### config.mk
export PLATFORM = sky130hd
export DESIGN_NAME = process_grid_split
export DESIGN_NICKNAME = d
export VERILOG_FILES = /design/src/rtl/pgs_pkg.sv /design/src/rtl/process_grid_split.sv /design/src/rtl/pgs_seq.sv /design/src/rtl/pgs_div.sv /design/src/rtl/pgs_dp.sv
export SDC_FILE = /design/constraint.sdc
export NUM_CORES = 2
export LEC_CHECK = 0
export BUFFER_PORTS_ARGS = -buffer_cell sky130_fd_sc_hd__buf_2
export CAP_MARGIN = 5
export CELL_PAD_IN_SITES_DETAIL_PLACEMENT = 1
export CELL_PAD_IN_SITES_GLOBAL_PLACEMENT = 2
export CORE_MARGIN = 2
export CORE_UTILIZATION = 45
export CTS_BUF_LIST = sky130_fd_sc_hd__clkbuf_8
export CTS_CLUSTER_SIZE = 14
export DETAILED_ROUTE_END_ITERATION = 8
export PLACE_DENSITY = 0.94
export SLEW_MARGIN = 15
export SYNTH_ARGS = -nofsm -noshare
export SYNTH_HDL_FRONTEND = slang
export SYNTH_SLANG_ARGS = --single-unit
### constraint.sdc
create_clock -name i_clk -period 7.5 [get_ports i_clk]
set_clock_uncertainty 0.1 [all_clocks]
set_input_delay 1.125 -clock i_clk [delete_from_list [all_inputs] [get_ports i_clk]]
set_output_delay 1.125 -clock i_clk [all_outputs]
set_load 0.01 [all_outputs]
### src/rtl/pgs_pkg.sv
// Package for the process grid split block: widths, payload structs,
// microcode opcodes, jump conditions and the control store.
// No dependencies; every other file uses it by scoped names.
package pgs_pkg;

    // Sizing of the factor list and the datapath.
    localparam int MAX_FACTORS = 16;
    localparam int PROC_BITS   = 12;
    localparam int DIM_BITS    = 24;
    localparam int CNT_W       = PROC_BITS + 1;
    localparam int OUT_W       = 13;
    localparam int IDX_W       = $clog2(MAX_FACTORS);
    localparam int FCNT_W      = $clog2(MAX_FACTORS + 1);
    localparam int LAST_IDX    = MAX_FACTORS - 1;
    localparam int SQ_W        = 2 * CNT_W;
    localparam int PROD_W      = CNT_W + DIM_BITS;
    localparam int STEP_W      = 4;

    // Request and result payloads.
    typedef struct packed {
        logic [CNT_W-1:0]    process_count;
        logic [DIM_BITS-1:0] matrix_rows;
        logic [DIM_BITS-1:0] matrix_cols;
    } t_req;

    typedef struct packed {
        logic [OUT_W-1:0] grid_rows;
        logic [OUT_W-1:0] grid_cols;
        logic             one_dropped;
    } t_rsp;

    // Datapath operations, one per control word.
    typedef enum logic [3:0] {
        OP_NOP,
        OP_LOAD,
        OP_INIT_F,
        OP_DIV_GO,
        OP_NEXT_DIV,
        OP_PUSH_QUO,
        OP_PUSH_N,
        OP_RELOAD,
        OP_INIT_A,
        OP_PROD,
        OP_APPLY,
        OP_EMIT
    } t_op;

    // Jump conditions tested by the sequencer.
    typedef enum logic [3:0] {
        C_NEVER,
        C_ALWAYS,
        C_NO_START,
        C_N_LE1,
        C_SQ_GT_N,
        C_DIV_BUSY,
        C_REM_ZERO,
        C_NOT_RETRY,
        C_K_ZERO
    } t_cond;

    typedef logic [STEP_W-1:0] t_step;

    typedef struct packed {
        t_op   op;
        t_cond cond;
        t_step target;
    } t_uword;

    // Status flags returned by the datapath.
    typedef struct packed {
        logic n_le1;
        logic sq_gt_n;
        logic div_busy;
        logic rem_zero;
        logic retry;
        logic k_zero;
    } t_stat;

    // Program addresses.
    localparam t_step S_IDLE   = 4'd0;
    localparam t_step S_INITF  = 4'd1;
    localparam t_step S_TEST   = 4'd2;
    localparam t_step S_SQCHK  = 4'd3;
    localparam t_step S_WAIT   = 4'd4;
    localparam t_step S_CHK    = 4'd5;
    localparam t_step S_NEXT   = 4'd6;
    localparam t_step S_HIT    = 4'd7;
    localparam t_step S_PRIME  = 4'd8;
    localparam t_step S_DROP   = 4'd9;
    localparam t_step S_RETRY  = 4'd10;
    localparam t_step S_AINIT  = 4'd11;
    localparam t_step S_ALOOP  = 4'd12;
    localparam t_step S_APPLY  = 4'd13;
    localparam t_step S_DONE   = 4'd14;

    function automatic t_uword uw(t_op op, t_cond cond, t_step target);
        t_uword w;
        w.op     = op;
        w.cond   = cond;
        w.target = target;
        return w;
    endfunction

    // Control store: trial division, the prime retry, then factor placement.
    function automatic t_uword ucode_rom(t_step step);
        t_uword w;
        case (step)
            S_IDLE:  w = uw(OP_LOAD,     C_NO_START,  S_IDLE);
            S_INITF: w = uw(OP_INIT_F,   C_NEVER,     S_IDLE);
            S_TEST:  w = uw(OP_NOP,      C_N_LE1,     S_DROP);
            S_SQCHK: w = uw(OP_DIV_GO,   C_SQ_GT_N,   S_PRIME);
            S_WAIT:  w = uw(OP_NOP,      C_DIV_BUSY,  S_WAIT);
            S_CHK:   w = uw(OP_NOP,      C_REM_ZERO,  S_HIT);
            S_NEXT:  w = uw(OP_NEXT_DIV, C_ALWAYS,    S_TEST);
            S_HIT:   w = uw(OP_PUSH_QUO, C_ALWAYS,    S_TEST);
            S_PRIME: w = uw(OP_PUSH_N,   C_NEVER,     S_IDLE);
            S_DROP:  w = uw(OP_NOP,      C_NOT_RETRY, S_AINIT);
            S_RETRY: w = uw(OP_RELOAD,   C_ALWAYS,    S_INITF);
            S_AINIT: w = uw(OP_INIT_A,   C_NEVER,     S_IDLE);
            S_ALOOP: w = uw(OP_PROD,     C_K_ZERO,    S_DONE);
            S_APPLY: w = uw(OP_APPLY,    C_ALWAYS,    S_ALOOP);
            S_DONE:  w = uw(OP_EMIT,     C_ALWAYS,    S_IDLE);
            default: w = uw(OP_NOP,      C_ALWAYS,    S_IDLE);
        endcase
        return w;
    endfunction

endpackage

### src/rtl/process_grid_split.sv
// Process grid split: microcoded trial-division factoring and grid placement.
// Trial divisors run up to the square root of the count, each through the
// bit-serial divider, then each factor is placed in turn; a prime 13-bit count
// above 3 forces a second pass on the count minus one.
// One request at a time; a new request is taken in the cycle its predecessor's result
// is shown. Synchronous active-low reset idles the sequencer and clears the strobe.
module process_grid_split (
    input  logic          i_clk,
    input  logic          i_rst_n,
    input  logic          start,
    input  pgs_pkg::t_req i_req,
    output logic          busy,
    output logic          o_valid,
    output pgs_pkg::t_rsp o_rsp
);

    pgs_pkg::t_uword uword;
    pgs_pkg::t_stat  stat;

    pgs_seq u_seq (
        .i_clk   (i_clk),
        .i_rst_n (i_rst_n),
        .start   (start),
        .i_stat  (stat),
        .o_uword (uword),
        .busy    (busy)
    );

    pgs_dp u_dp (
        .i_clk   (i_clk),
        .i_rst_n (i_rst_n),
        .i_req   (i_req),
        .i_uword (uword),
        .o_stat  (stat),
        .o_valid (o_valid),
        .o_rsp   (o_rsp)
    );

endmodule

### src/rtl/pgs_seq.sv
// Microcode sequencer: step counter, control store lookup and jump logic.
// Depends on pgs_pkg.
module pgs_seq (
    input  logic            i_clk,
    input  logic            i_rst_n,
    input  logic            start,
    input  pgs_pkg::t_stat  i_stat,
    output pgs_pkg::t_uword o_uword,
    output logic            busy
);

    pgs_pkg::t_step r_step;
    pgs_pkg::t_step n_step;
    logic           jump;

    // Fetch the control word for the current step.
    always_comb begin
        o_uword = pgs_pkg::ucode_rom(r_step);
    end

    // Evaluate the jump condition.
    always_comb begin
        case (o_uword.cond)
            pgs_pkg::C_NEVER:     jump = 1'b0;
            pgs_pkg::C_ALWAYS:    jump = 1'b1;
            pgs_pkg::C_NO_START:  jump = !start;
            pgs_pkg::C_N_LE1:     jump = i_stat.n_le1;
            pgs_pkg::C_SQ_GT_N:   jump = i_stat.sq_gt_n;
            pgs_pkg::C_DIV_BUSY:  jump = i_stat.div_busy;
            pgs_pkg::C_REM_ZERO:  jump = i_stat.rem_zero;
            pgs_pkg::C_NOT_RETRY: jump = !i_stat.retry;
            pgs_pkg::C_K_ZERO:    jump = i_stat.k_zero;
            default:              jump = 1'b1;
        endcase
        n_step = jump ? o_uword.target : r_step + 1'b1;
    end

    // Step counter.
    always_ff @(posedge i_clk) begin
        if (!i_rst_n) begin
            r_step <= pgs_pkg::S_IDLE;
        end else begin
            r_step <= n_step;
        end
    end

    assign busy = (r_step != pgs_pkg::S_IDLE);

endmodule

### src/rtl/pgs_div.sv
// Restoring divider, one quotient bit per cycle, for the trial division.
// Depends on pgs_pkg.
module pgs_div (
    input  logic                      i_clk,
    input  logic                      i_rst_n,
    input  logic                      i_go,
    input  logic [pgs_pkg::CNT_W-1:0] i_dividend,
    input  logic [pgs_pkg::CNT_W-1:0] i_divisor,
    output logic                      o_busy,
    output logic [pgs_pkg::CNT_W-1:0] o_quo,
    output logic [pgs_pkg::CNT_W-1:0] o_rem
);

    localparam int CW = $clog2(pgs_pkg::CNT_W + 1);

    logic [CW-1:0]             r_cnt;
    logic [pgs_pkg::CNT_W-1:0] r_quo;
    logic [pgs_pkg::CNT_W-1:0] r_rem;
    logic [pgs_pkg::CNT_W-1:0] r_dsr;
    logic [pgs_pkg::CNT_W:0]   trial;
    logic                      fits;

    // Shift in the next dividend bit and test against the divisor.
    always_comb begin
        trial = {r_rem, r_quo[pgs_pkg::CNT_W-1]};
        fits  = (trial >= {1'b0, r_dsr});
    end

    // Iteration counter.
    always_ff @(posedge i_clk) begin
        if (!i_rst_n) begin
            r_cnt <= '0;
        end else if (i_go) begin
            r_cnt <= CW'(pgs_pkg::CNT_W);
        end else if (r_cnt != '0) begin
            r_cnt <= r_cnt - 1'b1;
        end
    end

    // Partial remainder and quotient.
    always_ff @(posedge i_clk) begin
        if (i_go) begin
            r_quo <= i_dividend;
            r_rem <= '0;
            r_dsr <= i_divisor;
        end else if (r_cnt != '0) begin
            r_quo <= {r_quo[pgs_pkg::CNT_W-2:0], fits};
            if (fits) begin
                r_rem <= pgs_pkg::CNT_W'(trial - {1'b0, r_dsr});
            end else begin
                r_rem <= pgs_pkg::CNT_W'(trial);
            end
        end
    end

    assign o_busy = (r_cnt != '0);
    assign o_quo  = r_quo;
    assign o_rem  = r_rem;

endmodule

### src/rtl/pgs_dp.sv
// Datapath: factor search registers, factor list, grid placement, result.
// Depends on pgs_pkg and pgs_div.
module pgs_dp (
    input  logic            i_clk,
    input  logic            i_rst_n,
    input  pgs_pkg::t_req   i_req,
    input  pgs_pkg::t_uword i_uword,
    output pgs_pkg::t_stat  o_stat,
    output logic            o_valid,
    output pgs_pkg::t_rsp   o_rsp
);

    logic [pgs_pkg::CNT_W-1:0]    r_procs;
    logic [pgs_pkg::DIM_BITS-1:0] r_mrows;
    logic [pgs_pkg::DIM_BITS-1:0] r_mcols;
    logic [pgs_pkg::CNT_W-1:0]    r_n;
    logic [pgs_pkg::CNT_W-1:0]    r_div;
    logic [pgs_pkg::SQ_W-1:0]     r_sq;
    logic                         r_dropped;
    logic [pgs_pkg::CNT_W-1:0]    r_list [pgs_pkg::MAX_FACTORS];
    logic [pgs_pkg::FCNT_W-1:0]   r_count;
    logic [pgs_pkg::FCNT_W-1:0]   r_k;
    logic [pgs_pkg::CNT_W-1:0]    r_grows;
    logic [pgs_pkg::CNT_W-1:0]    r_gcols;
    logic [pgs_pkg::PROD_W-1:0]   r_prod_c;
    logic [pgs_pkg::PROD_W-1:0]   r_prod_r;
    logic                         r_valid;
    pgs_pkg::t_rsp                r_rsp;

    logic                         div_go;
    logic                         div_busy;
    logic [pgs_pkg::CNT_W-1:0]    div_quo;
    logic [pgs_pkg::CNT_W-1:0]    div_rem;
    logic                         push;
    logic [pgs_pkg::CNT_W-1:0]    push_val;
    logic [pgs_pkg::FCNT_W-1:0]   k_m1;
    logic [pgs_pkg::CNT_W-1:0]    factor;

    assign div_go = (i_uword.op == pgs_pkg::OP_DIV_GO);

    pgs_div u_div (
        .i_clk      (i_clk),
        .i_rst_n    (i_rst_n),
        .i_go       (div_go),
        .i_dividend (r_n),
        .i_divisor  (r_div),
        .o_busy     (div_busy),
        .o_quo      (div_quo),
        .o_rem      (div_rem)
    );

    // Factor to record and the factor to place next.
    always_comb begin
        push     = (i_uword.op == pgs_pkg::OP_PUSH_QUO) || (i_uword.op == pgs_pkg::OP_PUSH_N);
        push_val = (i_uword.op == pgs_pkg::OP_PUSH_N) ? r_n : r_div;
        k_m1     = r_k - 1'b1;
        factor   = r_list[k_m1[pgs_pkg::IDX_W-1:0]];
    end

    // Status flags for the sequencer.
    always_comb begin
        o_stat.n_le1    = (r_n <= pgs_pkg::CNT_W'(1));
        o_stat.sq_gt_n  = (r_sq > pgs_pkg::SQ_W'(r_n));
        o_stat.div_busy = div_busy;
        o_stat.rem_zero = (div_rem == '0);
        o_stat.retry    = (r_count == pgs_pkg::FCNT_W'(1)) &&
                          (r_procs > pgs_pkg::CNT_W'(3)) && !r_dropped;
        o_stat.k_zero   = (r_k == '0);
    end

    // Factor list; once full, further factors fold into the last entry.
    always_ff @(posedge i_clk) begin
        if (i_uword.op == pgs_pkg::OP_INIT_F) begin
            r_count <= '0;
        end else if (push) begin
            if (r_count < pgs_pkg::FCNT_W'(pgs_pkg::MAX_FACTORS)) begin
                r_list[r_count[pgs_pkg::IDX_W-1:0]] <= push_val;
                r_count <= r_count + 1'b1;
            end else begin
                r_list[pgs_pkg::IDX_W'(pgs_pkg::LAST_IDX)] <= pgs_pkg::CNT_W'(
                    r_list[pgs_pkg::IDX_W'(pgs_pkg::LAST_IDX)] * push_val);
            end
        end
    end

    // Search, retry and placement registers, driven by the current operation.
    always_ff @(posedge i_clk) begin
        case (i_uword.op)
            pgs_pkg::OP_LOAD: begin
                r_procs   <= i_req.process_count;
                r_mrows   <= i_req.matrix_rows;
                r_mcols   <= i_req.matrix_cols;
                r_n       <= i_req.process_count;
                r_dropped <= 1'b0;
            end
            pgs_pkg::OP_INIT_F: begin
                r_div <= pgs_pkg::CNT_W'(2);
                r_sq  <= pgs_pkg::SQ_W'(4);
            end
            pgs_pkg::OP_NEXT_DIV: begin
                // (d+1)^2 = d^2 + 2d + 1
                r_div <= r_div + 1'b1;
                r_sq  <= r_sq + pgs_pkg::SQ_W'({r_div, 1'b1});
            end
            pgs_pkg::OP_PUSH_QUO: begin
                r_n <= div_quo;
            end
            pgs_pkg::OP_PUSH_N: begin
                r_n <= pgs_pkg::CNT_W'(1);
            end
            pgs_pkg::OP_RELOAD: begin
                r_n       <= r_procs - 1'b1;
                r_dropped <= 1'b1;
            end
            pgs_pkg::OP_INIT_A: begin
                r_grows <= pgs_pkg::CNT_W'(1);
                r_gcols <= pgs_pkg::CNT_W'(1);
                r_k     <= r_count;
            end
            pgs_pkg::OP_PROD: begin
                r_prod_c <= r_grows * r_mcols;
                r_prod_r <= r_mrows * r_gcols;
            end
            pgs_pkg::OP_APPLY: begin
                // Columns take the factor while rows/cols is at or above the matrix ratio.
                if (r_prod_c >= r_prod_r) begin
                    r_gcols <= pgs_pkg::CNT_W'(r_gcols * factor);
                end else begin
                    r_grows <= pgs_pkg::CNT_W'(r_grows * factor);
                end
                r_k <= k_m1;
            end
            default: begin
            end
        endcase
    end

    // Result register and its one-cycle strobe.
    always_ff @(posedge i_clk) begin
        if (!i_rst_n) begin
            r_valid <= 1'b0;
        end else begin
            r_valid <= (i_uword.op == pgs_pkg::OP_EMIT);
        end
    end

    always_ff @(posedge i_clk) begin
        if (i_uword.op == pgs_pkg::OP_EMIT) begin
            r_rsp.grid_rows   <= pgs_pkg::OUT_W'(r_grows);
            r_rsp.grid_cols   <= pgs_pkg::OUT_W'(r_gcols);
            r_rsp.one_dropped <= r_dropped;
        end
    end

    assign o_valid = r_valid;
    assign o_rsp   = r_rsp;

endmodule

==> impl_metrics.csv <==
group,metric,value,unit
worst_setup_path,rrSetupSlack,550,ps
sta,final.setup.tns,0,ps
layout,fill_cells,11890,
logic_synthesis,yosysMostFrequentCell,"inv_1",
sta,max_clock_freq,144,MHz
global_routing,use_met3,2.93,%
hold_path,hold_path_startpoint,"u_dp.r_dropped",
logic_synthesis,synth.area.top_cells,"edfxtp_1 (29%), fa_1 (26%), ha_1 (9.1%), inv_1 (6.7%), nand2_1 (4.8%)",
global_routing,gr-total-overflow,0,
clock_tree,cts_htree_levels,3,
detailed_routing,drcViolationCount,0,
worst_setup_path,path_class,"register to register",
logic_synthesis,postSynth.asyncResetShare,0,%
worst_setup_path,rr_endpoint,"u_dp.r_prod_r[35]",
detailed_routing,postRouteAntennaNets,0,
worst_setup_path,reg2reg_depth,21,
sta,worst_pin_slew,1080,ps
placed_design,gp_congestion,0.846,
clock_tree,cts_resized,0,
sta,final.period_utilization,92.7,%
clock_tree,clk_pin_slew_worst_paths,60,ps
floorplanning,io_pins,93,
global_routing,use_met1,29.5,%
clock_tree,cts_made_buffers,94,
logic_synthesis,postSynthCellCount,4703,
logic_synthesis,synth_cell_types,86,
placed_design,dpl.hpwl,101,mm
layout,area_growth,8.10,%
sta,slew_headroom,28.0,%
floorplanning,start_util,45.4,%
floorplanning,core_area,109000,µm²
clock_tree,cts_tree,"done",
global_routing,grt_usage,24.3,%
logic_synthesis,yosys_warnings,0,
clock_tree,clock_latency,780,ps
logic_synthesis,synth_nets,5756,
job,maxCapViolCount,0,
status,outcome,"finished clean",
detailed_routing,totalWireLength,132,mm
sta,finalSetupViolations,0,
hold_path,holdPathEnd,"u_dp.o_rsp[0]",
hold_path,worstHoldPathCells,0,
hold_path,hold_class,"register to register",
logic_synthesis,synth-seq-cells,519,
logic_synthesis,synth.largest_area_cell,"edfxtp_1",
detailed_routing,drtIter0Drc,1724,
detailed_routing,via_count,33777,
worst_setup_path,cp_max_fo,23,
logic_synthesis,synthFlopType,"edfxtp_1",
sta,rsz0062_at_grt,"no",
worst_setup_path,regToRegStartpoint,"u_dp.r_gcols[8]",
placed_design,port_buffers,92,
worst_setup_path,arrival,7370,ps
logic_synthesis,netlist_top_cells_count,"inv_1 (884), nand2_1 (634), fa_1 (630)",
worst_setup_path,required,7920,ps
detailed_routing,firstDrtPassIters,5,
clock_tree,cts.path.max_buffers,3,
logic_synthesis,synth_area_per_cell,10.5,µm²
global_routing,top_usage_layer,"met2",
logic_synthesis,synth_edf_count,480,
clock_tree,cts_setup_buffers,0,
floorplanning,dieWidth,335,µm
global_routing,grt_pass1_vias,38789,
worst_setup_path,startpoint_type,"register",
layout,layout.nets,5834,
floorplanning,fp-row-count,121,
floorplanning,die_h,335,µm
sta,min_period,6950,ps
logic_synthesis,yosysTopAreaCellShare,29.2,%
global_routing,gr-usage-met2,44.1,%
layout,drive_above_1_share,8.61,%
clock_tree,clockRootBuffer,"clkbuf_8",
sta,report.final.slew_viol_count,0,
logic_synthesis,netlist_area,49400,µm²
global_routing,grt_pass1_wl,213,mm
detailed_routing,routedWlPerCell,21.1,µm
floorplanning,dieArea,112000,µm²
logic_synthesis,ys_seq_area_share,30.8,%
global_routing,grt_antenna_before_repair,6,
sta,hold_viol_final,0,
clock_tree,cts_hold_buffers,0,
clock_tree,cts_sinks,519,
global_routing,grt_max_degree,75,
worst_setup_path,end_kind,"register",
detailed_routing,viasPerCell,5.38,
## cells in the final DEF (no fill, tap or decap), drive strengths merged, types with 31 or more instances in the layout
cell type and instances:
a21o 57, and2 375, nor3 34, nor2 149, nand3 31, clkbuf 94
xor2 57, xnor2 147, inv 915, edfxtp 480, clkinv 45, mux2i 53
a21oi 105, nand2 635, buf 177, nor2b 48, dfxtp 39, ha 359
mux4 53, fa 630, o21ai 103
## kinds of logic (layout without fill, tap and decap cells)
kind of cell,count (synthesis),after routing,synth area share (%)
buffers and inverters,1082,1236,8.29
AOI/OAI and AO/OA,383,383,4.90
adders and majority gates,989,989,34.6
muxes,125,125,3.95
DFF,519,519,30.8
and+or+nand+nor,1401,1401,13.8
other,0,3,0
xor gates and xnor gates,204,204,3.65
## sequential cells by signal, indices dropped and copies added, names as in the netlist, 12 cells and up
signal            flops
u_dp.r_sq            26
u_dp.r_procs         13
u_dp.r_prod_r        37
u_dp.r_mrows         24
u_dp.r_div           13
u_dp.r_mcols         24
u_dp.r_n             13
u_dp.r_grows         13
u_dp.o_rsp           27
u_dp.r_list         208
u_dp.r_prod_c        37
u_dp.u_div.r_dsr     13
u_dp.u_div.o_quo     13
u_dp.r_gcols         13
u_seq.o_uword        12
u_dp.u_div.o_rem     13
## per-stage QoR
stage                     cell area [µm²]  utilization [%]  setup slack [ps]  instances  hold slack (ps)
after global placement              51600             47.4               723       6099              337
after detailed placement            51600             47.4               530       6099              353
after CTS                           53400             49.0               491       6271              355
after global routing                53400             49.1               170       6273              376
after floorplan                     49400                -               622       4703              318
final                               53400             49.1               549       6274              372
## cell type report
type                            instances  area, µm²  area share (%)
Sequential cell                       519      15200            28.5
Timing Repair Buffer                  177       1110            2.08
Multi-Input combinational cell       3102      30200            56.6
Antenna cell                            3       7.51          0.0141
Inverter                              887       3330            6.24
Clock buffer                           94       1290            2.42
Tap cell                             1414       1770            3.31
Clock inverter                         78        495           0.928
## critical path: stages (launching register included)
cell and delay (ps):
edfxtp_1 1050, buf_4 320, nand2_1 90, fa_1 520
inv_1 60, fa_1 550, fa_1 430, fa_1 490
inv_1 50, fa_1 480, inv_1 40, ha_1 330
a21o_1 200, a21o_1 170, a21o_1 200, a221oi_1 310
o21ai_0 250, a21o_1 270, o221ai_1 290, o21bai_1 120
a21oi_1 260, xnor2_1 100
## how the worst max path moves through the flow
stage | from | endpoint | slack, ps | cells past startpoint
3_5_place_dp | u_seq.o_uword[8] | u_dp.r_list[1][11] | 530 | 23
3_3_place_gp | u_dp.r_grows[4] | u_dp.r_prod_c[34] | 720 | 17
4_1_cts | u_seq.o_uword[8] | u_dp.r_list[2][11] | 490 | 23
2_1_floorplan | u_dp.r_k[0] | u_dp.r_grows[12] | 620 | 27
6_report | u_dp.r_gcols[8] | u_dp.r_prod_r[35] | 550 | 21
5_1_grt | u_dp.r_grows[2] | u_dp.r_prod_c[36] | 170 | 20
## routing by layer
metal	vias up	routed length, µm
met5	-	21
met4	4	4980
met1	17593	52900
li1	15073	-
met2	815	68900
met3	292	5450
Power is not shown: default switching activity piles up to over one toggle a cycle in this logic, so the estimate is an artifact.
